### src/hw/rtl/ps2_scancode_to_ascii_with_leds_defines.svh
// Assertion macros for the PS/2 scan code translator.
// Included by the RTL files that carry concurrent assertions; no other dependencies.
`ifndef PS2_SCANCODE_TO_ASCII_WITH_LEDS_DEFINES_SVH
`define PS2_SCANCODE_TO_ASCII_WITH_LEDS_DEFINES_SVH

// A condition that must hold at every clock edge outside reset.
`define PS2SC_ASSERT_ALWAYS(label, clk, rst, cond, msg) \
  label: assert property (@(posedge clk) disable iff (rst) (cond)) else $error(msg);

// A consequence that must hold in the cycle after its antecedent.
`define PS2SC_ASSERT_NEXT(label, clk, rst, ante, cons, msg) \
  label: assert property (@(posedge clk) disable iff (rst) (ante) |=> (cons)) else $error(msg);

`endif

### src/hw/rtl/ps2sc_pkg.sv
// Shared types, scan codes and character ROM for the PS/2 scan code translator.
// No dependencies; used by ps2sc_char_map and the top level.
package ps2sc_pkg;

  localparam int CMD_QUEUE_DEPTH = 32;

  // Bytes exchanged with the keyboard.
  localparam logic [7:0] LED_CMD      = 8'hED;
  localparam logic [7:0] ACK_CODE     = 8'hFA;
  localparam logic [7:0] RESEND_CODE  = 8'hFE;
  localparam logic [7:0] LSHIFT_MAKE  = 8'h2A;
  localparam logic [7:0] RSHIFT_MAKE  = 8'h36;
  localparam logic [7:0] LSHIFT_BREAK = 8'hAA;
  localparam logic [7:0] RSHIFT_BREAK = 8'hB6;
  localparam logic [7:0] CAPS_MAKE    = 8'h3A;
  localparam logic [7:0] NUM_MAKE     = 8'h45;
  localparam logic [7:0] SCROLL_MAKE  = 8'h46;

  // LED bit masks.
  localparam logic [2:0] LED_CAPS   = 3'b100;
  localparam logic [2:0] LED_NUM    = 3'b010;
  localparam logic [2:0] LED_SCROLL = 3'b001;

  // Distance between upper and lower case letters.
  localparam logic [6:0] CASE_OFFSET = 7'h20;
  localparam logic [6:0] CHAR_UPPER_A = 7'h41;
  localparam logic [6:0] CHAR_UPPER_Z = 7'h5A;

  // One LED command in the queue: 0xED, followed by the LED byte if has_led is set.
  typedef struct packed {
    logic       has_led;
    logic [2:0] leds;
  } cmdq_rec_t;

  typedef struct packed {
    logic       valid;
    logic [6:0] code;
  } char_res_t;

  // Result item as packed on the output stream, last field in the lowest bits.
  typedef struct packed {
    logic [2:0] fill;
    logic       queue_overflow;
    logic [2:0] led_state;
    logic [7:0] cmd_byte;
    logic       cmd_valid;
    logic [6:0] char_code;
    logic       char_valid;
  } result_t;

  // Set-1 make code to ASCII, unshifted or shifted. Letters come out upper case.
  function automatic logic [6:0] char_rom(input logic [6:0] code, input logic shifted);
    logic [6:0] ch;
    ch = '0;
    unique case (code)
      7'h02: ch = shifted ? 7'h21 : 7'h31;
      7'h03: ch = shifted ? 7'h40 : 7'h32;
      7'h04: ch = shifted ? 7'h23 : 7'h33;
      7'h05: ch = shifted ? 7'h24 : 7'h34;
      7'h06: ch = shifted ? 7'h25 : 7'h35;
      7'h07: ch = shifted ? 7'h5E : 7'h36;
      7'h08: ch = shifted ? 7'h26 : 7'h37;
      7'h09: ch = shifted ? 7'h2A : 7'h38;
      7'h0A: ch = shifted ? 7'h28 : 7'h39;
      7'h0B: ch = shifted ? 7'h29 : 7'h30;
      7'h0C: ch = shifted ? 7'h5F : 7'h2D;
      7'h0D: ch = shifted ? 7'h2B : 7'h3D;
      7'h10: ch = 7'h51;
      7'h11: ch = 7'h57;
      7'h12: ch = 7'h45;
      7'h13: ch = 7'h52;
      7'h14: ch = 7'h54;
      7'h15: ch = 7'h59;
      7'h16: ch = 7'h55;
      7'h17: ch = 7'h49;
      7'h18: ch = 7'h4F;
      7'h19: ch = 7'h50;
      7'h1A: ch = shifted ? 7'h7B : 7'h5B;
      7'h1B: ch = shifted ? 7'h7D : 7'h5D;
      7'h1E: ch = 7'h41;
      7'h1F: ch = 7'h53;
      7'h20: ch = 7'h44;
      7'h21: ch = 7'h46;
      7'h22: ch = 7'h47;
      7'h23: ch = 7'h48;
      7'h24: ch = 7'h4A;
      7'h25: ch = 7'h4B;
      7'h26: ch = 7'h4C;
      7'h27: ch = shifted ? 7'h3A : 7'h3B;
      7'h28: ch = shifted ? 7'h22 : 7'h27;
      7'h2B: ch = shifted ? 7'h7C : 7'h5C;
      7'h2C: ch = 7'h5A;
      7'h2D: ch = 7'h58;
      7'h2E: ch = 7'h43;
      7'h2F: ch = 7'h56;
      7'h30: ch = 7'h42;
      7'h31: ch = 7'h4E;
      7'h32: ch = 7'h4D;
      7'h33: ch = shifted ? 7'h3C : 7'h2C;
      7'h34: ch = shifted ? 7'h3E : 7'h2E;
      7'h35: ch = shifted ? 7'h3F : 7'h2F;
      7'h37: ch = 7'h2A;
      7'h39: ch = 7'h20;
      7'h47: ch = 7'h37;
      7'h48: ch = 7'h38;
      7'h49: ch = 7'h39;
      7'h4A: ch = 7'h2D;
      7'h4B: ch = 7'h34;
      7'h4C: ch = 7'h35;
      7'h4D: ch = 7'h36;
      7'h4E: ch = 7'h2B;
      7'h4F: ch = 7'h31;
      7'h50: ch = 7'h32;
      7'h51: ch = 7'h33;
      7'h52: ch = 7'h30;
      7'h53: ch = 7'h2E;
      7'h73: ch = shifted ? 7'h5F : 7'h5C;
      7'h7D: ch = shifted ? 7'h7C : 7'h5C;
      default: ch = '0;
    endcase
    return ch;
  endfunction

endpackage

### src/hw/rtl/ps2sc_ram.sv
// Generic single-port-write, single-port-read RAM with a registered read.
// No dependencies.
module ps2sc_ram #(
  parameter int WIDTH = 4,
  parameter int DEPTH = 32
) (
  input  logic                     clk,
  input  logic                     we,
  input  logic [$clog2(DEPTH)-1:0] waddr,
  input  logic [WIDTH-1:0]         wdata,
  input  logic [$clog2(DEPTH)-1:0] raddr,
  output logic [WIDTH-1:0]         rdata
);

  logic [WIDTH-1:0] mem [DEPTH];

  always_ff @(posedge clk) begin
    if (we) begin
      mem[waddr] <= wdata;
    end
    rdata <= mem[raddr];
  end

endmodule

### src/hw/rtl/ps2sc_char_map.sv
// Scan code to character translation with shift and CapsLock case handling.
// Depends on ps2sc_pkg for the character ROM.
module ps2sc_char_map (
  input  logic [7:0]          code,
  input  logic                shifted,
  input  logic                caps,
  output ps2sc_pkg::char_res_t result
);
  import ps2sc_pkg::*;

  logic [6:0] rom_ch;
  logic [6:0] ch;
  logic       is_letter;

  // Break codes and replies have the top bit set and never give a character.
  assign rom_ch    = code[7] ? 7'h00 : char_rom(code[6:0], shifted);
  assign is_letter = (rom_ch >= CHAR_UPPER_A) && (rom_ch <= CHAR_UPPER_Z);
  // Lower case unless exactly one of shift and CapsLock is active.
  assign ch        = (is_letter && (caps == shifted)) ? rom_ch + CASE_OFFSET : rom_ch;

  assign result.valid = (ch != 7'h00);
  assign result.code  = ch;

endmodule

### src/hw/rtl/ps2_scancode_to_ascii_with_leds.sv
// Top level of the PS/2 set-1 scan code translator with lock LED command queue.
// Depends on ps2sc_pkg, ps2sc_char_map, ps2sc_ram and the assertion macro header.
//
//   Channel  Direction  Handshake                 Payload
//   s_*      in         s_tvalid / s_tready       s_tdata[7:0]  = scan_code
//   m_*      out        m_tvalid / m_tready       m_tdata[23:0] = result item
//   cfg_*    in         cfg_valid / cfg_ready     cfg_data[2:0] = initial_leds
//
// One item per cycle is accepted while the result side is not stalled; an item
// passes from the input register through the state update into the result register.
// The state update and the LED command queue head lookup are both combinational
// between the input and result registers.
// Reset is synchronous on rst and loads the queue with the pair 0xED, LEDs as one
// record, without a clearing pass. A config write restarts the keyboard and queue
// state the same way but keeps the input and result registers. When m_tready is low
// a full result register holds and s_tready falls when the input register is full.
module ps2_scancode_to_ascii_with_leds #(
  parameter int CMD_QUEUE_DEPTH = ps2sc_pkg::CMD_QUEUE_DEPTH
) (
  input  logic        clk,
  input  logic        rst,
  input  logic        s_tvalid,
  output logic        s_tready,
  input  logic [7:0]  s_tdata,   // [7:0] scan_code
  output logic        m_tvalid,
  input  logic        m_tready,
  output logic [23:0] m_tdata,   // [0] char_valid, [7:1] char_code, [8] cmd_valid,
                                 // [16:9] cmd_byte, [19:17] led_state,
                                 // [20] queue_overflow, [23:21] zero
  input  logic        cfg_valid,
  output logic        cfg_ready,
  input  logic [2:0]  cfg_data    // [2:0] initial_leds
);
  import ps2sc_pkg::*;

  `include "ps2_scancode_to_ascii_with_leds_defines.svh"

  // Byte count needs to hold the depth itself; record pointers only index it.
  localparam int CW = $clog2(CMD_QUEUE_DEPTH + 1);
  localparam int PW = $clog2(CMD_QUEUE_DEPTH);
  localparam int RW = $bits(cmdq_rec_t);

  function automatic logic [PW-1:0] ptr_inc(input logic [PW-1:0] p);
    return (p == PW'(CMD_QUEUE_DEPTH - 1)) ? '0 : p + 1'b1;
  endfunction

  // Stream pipeline registers.
  logic       in_valid;
  logic [7:0] in_code;
  logic       out_valid;
  result_t    out_data;
  logic       advance;
  logic       step;

  // Keyboard state.
  logic [1:0] shift_bits, shift_bits_next;
  logic [2:0] leds, leds_next;
  logic       awaiting, awaiting_next;
  logic [7:0] inflight, inflight_next;

  // Command queue. Bytes are counted one by one; records hold one 0xED and an
  // optional LED byte. phase marks that the head record's 0xED has already gone out.
  logic [CW-1:0] qcount, qcount_next;
  logic [PW-1:0] rhead, rhead_next;
  logic [PW-1:0] rtail, rtail_next;
  logic          phase, phase_next;

  // Head record source: hsel picks the bypass register over the RAM read data.
  logic          hsel;
  cmdq_rec_t     hreg;
  cmdq_rec_t     head_rec;
  logic [RW-1:0] ram_rdata;

  logic          push_we;
  cmdq_rec_t     push_rec;
  logic          bypass;
  logic          pop;
  logic          rec_done;
  cmdq_rec_t     pop_rec;
  logic [2:0]    toggle;
  logic          resend;
  logic          overflow;
  logic          cmd_valid_c;
  logic [7:0]    cmd_byte_c;
  char_res_t     char_res;
  logic [2:0]    start_leds;

  assign advance   = !out_valid || m_tready;
  assign step      = in_valid && advance;
  assign s_tready  = !in_valid || advance;
  assign m_tvalid  = out_valid;
  assign m_tdata   = out_data;
  assign cfg_ready = 1'b1;

  assign start_leds = rst ? 3'b000 : cfg_data;

  ps2sc_char_map u_char_map (
    .code    (in_code),
    .shifted (shift_bits != 2'b00),
    .caps    ((leds & LED_CAPS) != 3'b000),
    .result  (char_res)
  );

  ps2sc_ram #(
    .WIDTH (RW),
    .DEPTH (CMD_QUEUE_DEPTH)
  ) u_queue_ram (
    .clk   (clk),
    .we    (push_we),
    .waddr (rtail),
    .wdata (push_rec),
    .raddr (rhead_next),
    .rdata (ram_rdata)
  );

  assign head_rec = hsel ? hreg : cmdq_rec_t'(ram_rdata);

  // Per-item state update: scan code decode, LED queue push, then at most one send.
  always_comb begin
    shift_bits_next = shift_bits;
    leds_next       = leds;
    awaiting_next   = awaiting;
    inflight_next   = inflight;
    qcount_next     = qcount;
    rhead_next      = rhead;
    rtail_next      = rtail;
    phase_next      = phase;
    toggle          = 3'b000;
    resend          = 1'b0;
    overflow        = 1'b0;
    push_we         = 1'b0;
    push_rec        = '0;
    pop             = 1'b0;
    rec_done        = 1'b0;
    pop_rec         = head_rec;
    cmd_valid_c     = 1'b0;
    cmd_byte_c      = 8'h00;

    if (step) begin
      unique case (in_code)
        LSHIFT_MAKE:  shift_bits_next = shift_bits | 2'b01;
        RSHIFT_MAKE:  shift_bits_next = shift_bits | 2'b10;
        LSHIFT_BREAK: shift_bits_next = shift_bits & 2'b10;
        RSHIFT_BREAK: shift_bits_next = shift_bits & 2'b01;
        CAPS_MAKE:    toggle = LED_CAPS;
        NUM_MAKE:     toggle = LED_NUM;
        SCROLL_MAKE:  toggle = LED_SCROLL;
        ACK_CODE:     awaiting_next = 1'b0;
        RESEND_CODE:  resend = awaiting;
        default:      ;
      endcase

      if (toggle != 3'b000) begin
        leds_next        = leds ^ toggle;
        push_rec.leds    = leds ^ toggle;
        if (qcount <= CW'(CMD_QUEUE_DEPTH - 2)) begin
          push_we          = 1'b1;
          push_rec.has_led = 1'b1;
          qcount_next      = qcount + CW'(2);
        end else if (qcount != CW'(CMD_QUEUE_DEPTH)) begin
          // Only one slot left: keep the 0xED, drop the LED byte.
          push_we          = 1'b1;
          push_rec.has_led = 1'b0;
          qcount_next      = qcount + CW'(1);
          overflow         = 1'b1;
        end else begin
          overflow = 1'b1;
        end
        if (push_we) begin
          rtail_next = ptr_inc(rtail);
        end
      end

      if (resend) begin
        cmd_valid_c = 1'b1;
        cmd_byte_c  = inflight;
      end else if (!awaiting_next && (qcount_next != '0)) begin
        // An empty queue before the push means the head is the record just pushed.
        pop_rec       = (qcount == '0) ? push_rec : head_rec;
        pop           = 1'b1;
        cmd_valid_c   = 1'b1;
        cmd_byte_c    = phase ? {5'b00000, pop_rec.leds} : LED_CMD;
        inflight_next = cmd_byte_c;
        awaiting_next = 1'b1;
        qcount_next   = qcount_next - CW'(1);
        rec_done      = phase || !pop_rec.has_led;
        phase_next    = !rec_done;
        if (rec_done) begin
          rhead_next = ptr_inc(rhead);
        end
      end
    end
  end

  // A record written where the head will sit next cycle is not yet visible
  // through the RAM's registered read, so it is forwarded.
  assign bypass = push_we && (rtail == rhead_next);

  always_ff @(posedge clk) begin
    if (rst || cfg_valid) begin
      shift_bits <= 2'b00;
      leds       <= start_leds;
      awaiting   <= 1'b0;
      inflight   <= 8'h00;
      qcount     <= CW'(2);
      rhead      <= '0;
      rtail      <= PW'(1);
      phase      <= 1'b0;
      hsel       <= 1'b1;
      hreg       <= '{has_led: 1'b1, leds: start_leds};
    end else begin
      shift_bits <= shift_bits_next;
      leds       <= leds_next;
      awaiting   <= awaiting_next;
      inflight   <= inflight_next;
      qcount     <= qcount_next;
      rhead      <= rhead_next;
      rtail      <= rtail_next;
      phase      <= phase_next;
      if (bypass) begin
        hsel <= 1'b1;
        hreg <= push_rec;
      end else if (rec_done) begin
        hsel <= 1'b0;
      end
    end
  end

  // Input register.
  always_ff @(posedge clk) begin
    if (rst) begin
      in_valid <= 1'b0;
    end else if (s_tready) begin
      in_valid <= s_tvalid;
    end
    if (s_tvalid && s_tready) begin
      in_code <= s_tdata;
    end
  end

  // Result register.
  always_ff @(posedge clk) begin
    if (rst) begin
      out_valid <= 1'b0;
    end else if (step) begin
      out_valid <= 1'b1;
    end else if (m_tready) begin
      out_valid <= 1'b0;
    end
    if (step) begin
      out_data.fill           <= 3'b000;
      out_data.queue_overflow <= overflow;
      out_data.led_state      <= leds_next;
      out_data.cmd_byte       <= cmd_byte_c;
      out_data.cmd_valid      <= cmd_valid_c;
      out_data.char_code      <= char_res.code;
      out_data.char_valid     <= char_res.valid;
    end
  end

  `PS2SC_ASSERT_ALWAYS(a_qcount_bound, clk, rst, qcount <= CW'(CMD_QUEUE_DEPTH),
                       "command queue byte count exceeds its depth")
  `PS2SC_ASSERT_ALWAYS(a_phase_nonempty, clk, rst, !phase || (qcount != '0),
                       "half-sent LED record with an empty command queue")
  `PS2SC_ASSERT_NEXT(a_send_waits_ack, clk, rst, pop && !cfg_valid, awaiting,
                     "queued byte sent without waiting for acknowledge")

endmodule

### config.mk
export PLATFORM = sky130hd
export DESIGN_NAME = ps2_scancode_to_ascii_with_leds
export DESIGN_NICKNAME = d
export VERILOG_FILES = /design/src/hw/rtl/ps2sc_pkg.sv /design/src/hw/rtl/ps2sc_ram.sv /design/src/hw/rtl/ps2sc_char_map.sv /design/src/hw/rtl/ps2_scancode_to_ascii_with_leds.sv
export VERILOG_INCLUDE_DIRS = /design/src /design/src/hw/rtl
export SDC_FILE = /design/constraint.sdc
export NUM_CORES = 1
export LEC_CHECK = 0
export BUFFER_PORTS_ARGS = -buffer_cell sky130_fd_sc_hd__buf_2
export CAP_MARGIN = 10
export CELL_PAD_IN_SITES_DETAIL_PLACEMENT = 0
export CELL_PAD_IN_SITES_GLOBAL_PLACEMENT = 1
export CORE_MARGIN = 2
export CORE_UTILIZATION = 30
export DETAILED_ROUTE_END_ITERATION = 10
export GPL_TIMING_DRIVEN = 0
export PLACE_DENSITY_LB_ADDON = 0.12
export SLEW_MARGIN = 15
export SYNTH_ARGS = -nofsm -noshare
export SYNTH_HDL_FRONTEND = slang
export SYNTH_SLANG_ARGS = --single-unit
### constraint.sdc
create_clock -name clk -period 5 [get_ports clk]
set_input_delay 0.25 -clock clk [delete_from_list [all_inputs] [get_ports clk]]
set_output_delay 0.25 -clock clk [all_outputs]
set_load 0.01 [all_outputs]
Yosys cells after proc, flatten, opt, wreduce, memory -nomap -nowiden
Memories as Yosys holds them, arrays and structs flattened. A register that Yosys moved wholly into a read port is not among the register bits.
Cells that the tools add are included.
{"block": "totals", "ff_bits": 67, "ram_bits": 128, "in_bits": 16, "output_inout_bits": 27, "wordCells": 219, "mem_count": 1}
{"block": "classes", "addsub": 6, "order_cmp": 3, "n_eq_ne": 77, "mux": 75, "bitwise_logic": 6, "n_reduce_logical": 30}
{"memory": "u_queue_ram.mem", "words": 32, "width": 4, "rd": 1, "rd_ports_with_merged_regs": 1, "write_ports": 1, "line_no": "ps2sc_ram.sv:15", "text": "logic [WIDTH-1:0] mem [DEPTH];"}
{"cell": "7-bit case mux with 62 select lines", "count": 1}
{"cell": "7-bit by 6-bit equality test with 1-bit output (second input constant)", "count": 22}
{"cell": "7-bit equality test (second input constant)", "count": 15}
{"cell": "7-bit by 5-bit equality test with 1-bit output (second input constant)", "count": 14}
{"cell": "5-bit two-way mux", "count": 18}
{"cell": "6-bit two-way mux", "count": 9}
{"cell": "7-bit by 4-bit equality test with 1-bit output (second input constant)", "count": 6}
{"cell": "7-bit two-way mux", "count": 5}
{"cell": "8-bit equality test (second input constant)", "count": 4}
{"cell": "7-bit by 3-bit equality test with 1-bit output (second input constant)", "count": 4}
{"cell": "8-bit by 6-bit equality test with 1-bit output (second input constant)", "count": 3}
{"cell": "3-bit two-way mux", "count": 8}
{"cell": "8-bit two-way mux", "count": 3}
{"cell": "1-bit two-way mux", "count": 23}
{"cell": "4-bit two-way mux", "count": 5}
{"cell": "8-bit by 7-bit equality test with 1-bit output (second input constant)", "count": 2}
{"cell": "7-bit by 2-bit equality test with 1-bit output (second input constant)", "count": 2}
{"cell": "5-bit by 1-bit adder with 5-bit output (second input constant)", "count": 2}
{"cell": "5-bit equality test (second input constant)", "count": 2}
{"cell": "2-bit nonzero test", "count": 5}
{"cell": "3-bit case mux with 3 select lines", "count": 1}
{"cell": "2-bit case mux with 4 select lines", "count": 1}
{"cell": "4-bit AND reduction", "count": 2}
{"cell": "7-bit by 6-bit adder with 7-bit output (second input constant)", "count": 1}
{"cell": "21 further kinds", "count": 39}

Logic depth before layout (Yosys ltp)
{"block": "depth", "ltp_word": 18, "depth_mapped": 18, "depth_no_buf": 14}

Modules after synthesis
Synthesis repeated with hierarchy kept, for this count alone.
{"block": "unflattened", "cells_unflattened": 885, "hier_area_um2": 10460.0}
{"module": "ps2sc_ram", "n_inst": 1, "cells_each": 231, "area_each_um2": 5138.7, "seq_area_each_um2": 3923.8}
{"module": "ps2_scancode_to_ascii_with_leds", "n_inst": 1, "cells_each": 365, "area_each_um2": 3470.8, "seq_area_each_um2": 1461.4}
{"module": "ps2sc_char_map", "n_inst": 1, "cells_each": 289, "area_each_um2": 1850.5, "seq_area_each_um2": 0.0}

Worst setup path after synthesis
Ideal clock, no wire load.
{"block": "synth_timing", "path_kind": "flip-flop to flip-flop", "from": "register in_code[4]", "to": "register hreg[0] (netlist name) (enable)", "setup_ns": 0.304, "t_arrival_ns": 3.716, "required_ns": 4.696, "path_slack_ns": 0.980, "stages_incl_launch_ff": 16, "path_buffers": 3, "synth_period_minus_slack_ns": 4.020, "path_cell_list": "edfxtp_1 > or3b_4 > nor4_4 > or2_1 > buf_4 > nor2_1 > a311oi_1 > ha_1 > o2111ai_2 > o21ai_4 > mux2i_2 > buf_4 > buf_6 > xnor2_1 > nand4_1 > nand2_1"}
{"block": "synth_between", "elab_chain_len": 16, "elab_cells_between_ends": 31, "classes_between": "6 x eq/ne; 17 x mux; 8 x reduce/logical"}
{"element": "from (decl)", "line_no": "ps2_scancode_to_ascii_with_leds.sv:49", "text": "logic [7:0] in_code;"}
{"element": "from (signal assigned)", "line_no": "ps2_scancode_to_ascii_with_leds.sv:237", "text": "in_code <= s_tdata;"}
{"element": "8-bit by 7-bit equality test with 1-bit output or 8-bit by 6-bit equality test with 1-bit output (tied branches)", "line_no": "ps2_scancode_to_ascii_with_leds.sv:140", "text": "unique case (in_code)"}
{"element": "3-bit case mux with 3 select lines", "line_no": "ps2_scancode_to_ascii_with_leds.sv:140"}
{"element": "3-bit two-way mux", "line_no": "ps2_scancode_to_ascii_with_leds.sv:139", "text": "if (step) begin"}
{"element": "3-bit nonzero test", "line_no": "ps2_scancode_to_ascii_with_leds.sv:153", "text": "if (toggle != 3'b000) begin"}
{"element": "4-bit two-way mux", "line_no": "ps2_scancode_to_ascii_with_leds.sv:153"}
{"element": "4-bit two-way mux", "line_no": "ps2_scancode_to_ascii_with_leds.sv:139"}
{"element": "4-bit two-way mux", "line_no": "ps2_scancode_to_ascii_with_leds.sv:179", "text": "pop_rec = (qcount == '0) ? push_rec : head_rec;"}
{"element": "1-bit logical NOT", "line_no": "ps2_scancode_to_ascii_with_leds.sv:186", "text": "rec_done = phase || !pop_rec.has_led;"}
{"element": "1-bit logical OR", "line_no": "ps2_scancode_to_ascii_with_leds.sv:186"}
{"element": "5-bit two-way mux", "line_no": "ps2_scancode_to_ascii_with_leds.sv:188", "text": "if (rec_done) begin"}
{"element": "5-bit two-way mux", "line_no": "ps2_scancode_to_ascii_with_leds.sv:177", "text": "end else if (!awaiting_next && (qcount_next != '0)) begin"}
{"element": "5-bit two-way mux", "line_no": "ps2_scancode_to_ascii_with_leds.sv:174", "text": "if (resend) begin"}
{"element": "5-bit two-way mux", "line_no": "ps2_scancode_to_ascii_with_leds.sv:139"}
{"element": "5-bit equality test", "line_no": "ps2_scancode_to_ascii_with_leds.sv:197", "text": "assign bypass = push_we && (rtail == rhead_next);"}
{"element": "1-bit logical AND (*)", "line_no": "ps2_scancode_to_ascii_with_leds.sv:197"}
{"element": "2-bit nonzero test (no line) (*)"}
{"element": "to (signal assigned)", "line_no": "ps2_scancode_to_ascii_with_leds.sv:210", "text": "hreg <= '{has_led: 1'b1, leds: start_leds};"}
{"element": "to (signal assigned)", "line_no": "ps2_scancode_to_ascii_with_leds.sv:222", "text": "hreg <= push_rec;"}
{"element": "to (decl)", "line_no": "ps2_scancode_to_ascii_with_leds.sv:70", "text": "cmdq_rec_t hreg;"}
Every way passes the cells marked *; elsewhere a longest branch is shown, timed or not. The select of a mux whose other input is x is not followed.
A chain may end at the register's enable or synchronous reset.

Final worst setup path
{"block": "layout_timing", "from": "register in_code[3]", "to": "register u_queue_ram.rdata[2] (read register of u_queue_ram.mem)"}
{"block": "layout_between", "elab_chain_len": 13, "elab_cells_between_ends": 26, "classes_between": "5 x eq/ne; 15 x mux; 6 x reduce/logical"}
{"element": "8-bit by 7-bit equality test with 1-bit output or 8-bit by 6-bit equality test with 1-bit output (tied branches)", "line_no": "ps2_scancode_to_ascii_with_leds.sv:140"}
{"element": "3-bit case mux with 3 select lines", "line_no": "ps2_scancode_to_ascii_with_leds.sv:140"}
{"element": "3-bit two-way mux", "line_no": "ps2_scancode_to_ascii_with_leds.sv:139"}
{"element": "3-bit nonzero test", "line_no": "ps2_scancode_to_ascii_with_leds.sv:153"}
{"element": "4-bit two-way mux", "line_no": "ps2_scancode_to_ascii_with_leds.sv:153"}
{"element": "4-bit two-way mux", "line_no": "ps2_scancode_to_ascii_with_leds.sv:139"}
{"element": "4-bit two-way mux", "line_no": "ps2_scancode_to_ascii_with_leds.sv:179"}
{"element": "1-bit logical NOT", "line_no": "ps2_scancode_to_ascii_with_leds.sv:186"}
{"element": "1-bit logical OR", "line_no": "ps2_scancode_to_ascii_with_leds.sv:186"}
{"element": "5-bit two-way mux", "line_no": "ps2_scancode_to_ascii_with_leds.sv:188"}
{"element": "5-bit two-way mux", "line_no": "ps2_scancode_to_ascii_with_leds.sv:177"}
{"element": "5-bit two-way mux (*)", "line_no": "ps2_scancode_to_ascii_with_leds.sv:174"}
{"element": "5-bit two-way mux (*)", "line_no": "ps2_scancode_to_ascii_with_leds.sv:139"}
{"element": "to (decl)", "line_no": "ps2sc_ram.sv:12", "text": "output logic [WIDTH-1:0] rdata"}
Marked as above.

==> results.md <==
| Result | Reported |
|---|---|
| Width of the die | 189 µm |
| Worst-case hold path end point | in_valid$_SDFFE_PP0N_ |
| # rows | 67 |
| Hold path startpoint | s_tvalid |
| Cell with the most instances after synthesis | sky130_fd_sc_hd__edfxtp_1 |
| Worst reg2reg path depth | 17 |
| Required time at the worst-slack endpoint | 5.30 ns |
| Kind of end point of the critical path | flip-flop |
| Top_reg_cell synth | sky130_fd_sc_hd__edfxtp_1 |
| Largest clock skew in the final design | 0.0116 ns |
| Number of hold violations in the final report | 0 |
| Drc violations | 0 |
| Ant. Diodes | 0 |
| Placeable Area | 33600 µm² |
| Antenna violations before repair | 0 |
| Slew at the pin with the worst max-slew slack | 1.00 ns |
| Pin count of the biggest net entering global routing | 34 |
| Avg Synthesized Cell Area | 10.4 µm² |
| Gr usage total | 17.8% |
| Top post-synthesis cells by count | sky130_fd_sc_hd__edfxtp_1 (156), sky130_fd_sc_hd__nand2_1 (117), sky130_fd_sc_hd__nor2_1 (110) |
| Pre-CTS setup slack | -0.444 ns |
| Biggest area consumer among synthesized cells | sky130_fd_sc_hd__edfxtp_1 |
| Total number of clock tree sinks | 191 |
| Boundary Pins | 43 |
| Clock input transition at the sequential cells of the worst setup and hold paths | 0.08 ns |
| Minimum setup slack in the final design | 0.360 ns |
| Sum of net half-perimeters after detailed placement | 22.8 mm |
| Max FO, Critical Path | 10 |
| Via count of the first global-routing pass | 7840 |
| Slack of the worst reg-to-reg path | 0.36 ns |
| Max Freq | 216 MHz |
| Final total power | 0.00328 W |
| Final setup violation count | 0 |
| Count of input and output buffers | 36 |
| Area growth syn-to-layout | 15.0% |
| Status | completed |
| Top area cells in the synthesized netlist | sky130_fd_sc_hd__edfxtp_1 (46%), sky130_fd_sc_hd__dfxtp_1 (6.8%), sky130_fd_sc_hd__mux2i_1 (4.6%) |
| Floorplan die area | 35800 µm² |
| Num CTS Buffers | 17 |
| Worst slew slack as a fraction of its limit | 32.3% |
| Setup repair after global routing missed its margin | false |
| CP Data Arrival Time | 4.94 ns |
| Final Slew Violations | 0 |
| Share of synthesized flip-flops with an asynchronous set or reset | 0% |
| Min-Delay Path Depth | 3 |
| Static Leak | 4.31 nW |
| Fill cell total of the finished layout | 3397 |
| Mean number of vias per cell | 5.22 |
| Clock network latency to the later pin of the worst-skew pair | 0.44 ns |
| Cell count after synthesis | 991 |
| Minimum clock period | 4.64 ns |
| Worst ir drop on vdd | 0.237 mV |
| Nets | 1095 |
| Period utilization | 92.8% |
| Critical Path Source Type | flip-flop |
| Type of the worst setup path | flip-flop to flip-flop |
| Power per cell area | 277 nW/µm² |
| Proportion of synthesized chip area in sequential cells | 52.4% |
| Number of routed nets with antenna violations | 0 |
| Portion of synthesized cell area occupied by the leading cell type | 45.6% |
| Via count | 7965 |
| Number of synthesis warnings | 0 |
| Unique cell type count in the Yosys netlist | 88 |
| Longest Clk Path Bufs | 2 |
| Initial core utilization | 30.6% |
| Wire length per cell | 20.6 µm |
| Number of detailed-routing iterations run before antenna repair | 5 |
| Utilization after layout | 35.2% |
| Root buffer selected by CTS | sky130_fd_sc_hd__clkbuf_16 |
| Class of the most critical hold timing path | input pin to flip-flop |
| Layout cell share with drive strength beyond 1 | 14.9% |
| Height of the die | 189 µm |
| WL final | 31.5 mm |
| Clock tree from TritonCTS | built |
| 1st-iter DRT viols | 532 |
| Count of max-cap constraint violations | 0 |
| Critical register-to-register path startpoint | in_code[3]$_DFFE_PP_ |
| Routability Congestion | 0.895 |
| Post-Synthesis Cell Area | 10300 µm² |
| Number of enable flip-flop cells after synthesis | 156 |
| Register bit total from synthesis | 191 |
| Post-layout instance count excluding filler cells | 1525 |
| H-tree depth | 4 |
| Terminus of the critical flop-to-flop path | u_queue_ram.rdata[2]$_DFF_P_ |
| Cells after DPL | 1480 |
| Global-route congestion overflow total | 0 |
| Wire length of the first global-routing pass | 48.2 mm |
-- worst max-delay path: stages (launching register included) --
cell and delay [ns]:
sky130_fd_sc_hd__edfxtp_1 0.35, sky130_fd_sc_hd__buf_2 0.18, sky130_fd_sc_hd__nand2b_1 0.35, sky130_fd_sc_hd__nor4_4 0.44, sky130_fd_sc_hd__or2_1 0.15, sky130_fd_sc_hd__buf_4 0.16
sky130_fd_sc_hd__nor2_1 0.06, sky130_fd_sc_hd__a311oi_2 0.35, sky130_fd_sc_hd__ha_1 0.27, sky130_fd_sc_hd__o2111ai_2 0.22, sky130_fd_sc_hd__o21ai_4 0.27, sky130_fd_sc_hd__buf_4 0.19
sky130_fd_sc_hd__clkbuf_1 0.45, sky130_fd_sc_hd__mux2i_1 0.15, sky130_fd_sc_hd__mux2i_1 0.18, sky130_fd_sc_hd__o32ai_1 0.09, sky130_fd_sc_hd__o21ai_0 0.21, sky130_fd_sc_hd__nor4bb_1 0.42
-- state kept, by name, indices dropped and copies added, names as in the netlist, 2 cells and up --
signal and cells:
leds 3, m_tdata 17, shift_bits 2, rhead 5
u_queue_ram.rdata 4, in_code 8, u_queue_ram.mem 128, qcount 6
rtail 5, hreg 4, inflight 4
-- kinds of logic (layout without fill, tap and decap cells) --
| family | after synthesis | after routing | share of synthesized area (%) |
|---|---|---|---|
| AND/OR/NAND/NOR | 385 | 385 | 18.4 |
| multiplexers | 62 | 62 | 6.39 |
| adder cells (fa/ha/maj) | 14 | 14 | 1.70 |
| other | 2 | 5 | 0.0730 |
| XOR/XNOR | 22 | 22 | 1.87 |
| flip-flops | 191 | 191 | 52.4 |
| buffers and inverters | 89 | 172 | 4.22 |
| AO/OA/AOI/OAI | 226 | 226 | 15.0 |
-- per-layer routing --
layer	routed length [µm]	track usage (%)	part of all wire [%]
met5	0	0	0
met4	600	5.95	1.9
met3	1070	2.74	3.4
met2	15000	29.3	48
met1	14800	24.0	47
-- power breakdown --
group	total (W)	internal, W	switching (W)
logic	0.000273	0.0000930	0.000180
clock network	0.00127	0.000644	0.000629
registers	0.00173	0.00172	0.0000112
-- final cells by class --
class	count	area, µm²	share of cell area [%]
flip-flops and latches	191	5390	45.6
multi-input cells	714	4540	38.4
clock buffers	18	429	3.63
plain buffers	75	389	3.29
well taps	448	561	4.74
repair buffers	53	368	3.11
inverters	13	48.8	0.413
clock inverters	13	103	0.868
-- stage by stage --
| stage | setup TNS (ns) | area, µm² | hold slack, ns |
|---|---|---|---|
| 5_1_grt | 0 | 11800 | 0.0389 |
| 6_report | 0 | 11800 | 0.0465 |
| 2_1_floorplan | 0 | 10300 | 0.349 |
| 3_5_place_dp | -1.60 | 11100 | 0.429 |
| 3_3_place_gp | -1.64 | 11000 | 0.429 |
| 4_1_cts | 0 | 11800 | 0.0270 |
-- how the worst max path moves through the flow --
stage	slack, ns	endpoint	startpoint	cells after the start
floorplan	0.98	hreg[0]$_DFFE_PP_	in_code[4]$_DFFE_PP_	15
global placement	-0.49	u_queue_ram.rdata[1]$_DFF_P_	in_code[4]$_DFFE_PP_	15
detailed placement	-0.44	u_queue_ram.rdata[1]$_DFF_P_	in_code[4]$_DFFE_PP_	15
CTS	0.10	u_queue_ram.rdata[3]$_DFF_P_	in_code[4]$_DFFE_PP_	17
global route	0.003	u_queue_ram.rdata[1]$_DFF_P_	in_code[3]$_DFFE_PP_	18
finish	0.36	u_queue_ram.rdata[2]$_DFF_P_	in_code[3]$_DFFE_PP_	17
-- cells in the final DEF (no fill, tap or decap), types with 15 or more instances in the layout --
master / instances
sky130_fd_sc_hd__clkbuf_1: 33
sky130_fd_sc_hd__nor2b_1: 17
sky130_fd_sc_hd__nand2b_1: 18
sky130_fd_sc_hd__o21ai_0: 31
sky130_fd_sc_hd__nand3_1: 21
sky130_fd_sc_hd__nor3_1: 18
sky130_fd_sc_hd__o22ai_1: 26
sky130_fd_sc_hd__nor2_1: 108
sky130_fd_sc_hd__dfxtp_1: 35
sky130_fd_sc_hd__mux2i_1: 47
sky130_fd_sc_hd__edfxtp_1: 156
sky130_fd_sc_hd__a21oi_1: 65
sky130_fd_sc_hd__clkbuf_16: 17
sky130_fd_sc_hd__buf_2: 54
sky130_fd_sc_hd__buf_4: 18
sky130_fd_sc_hd__a32oi_1: 15
sky130_fd_sc_hd__nand2_1: 117
-- repair_timing --
item / CTS / global route
pin swaps: 1 / 2
endpoints found under the hold margin: 8 / 0
endpoints found under the setup margin: 7 / 7
resized for setup: 5 / 5
buffers inserted: 2 / 5
hold buffers: 8 / 0
Power figures use the tool's default switching activity.
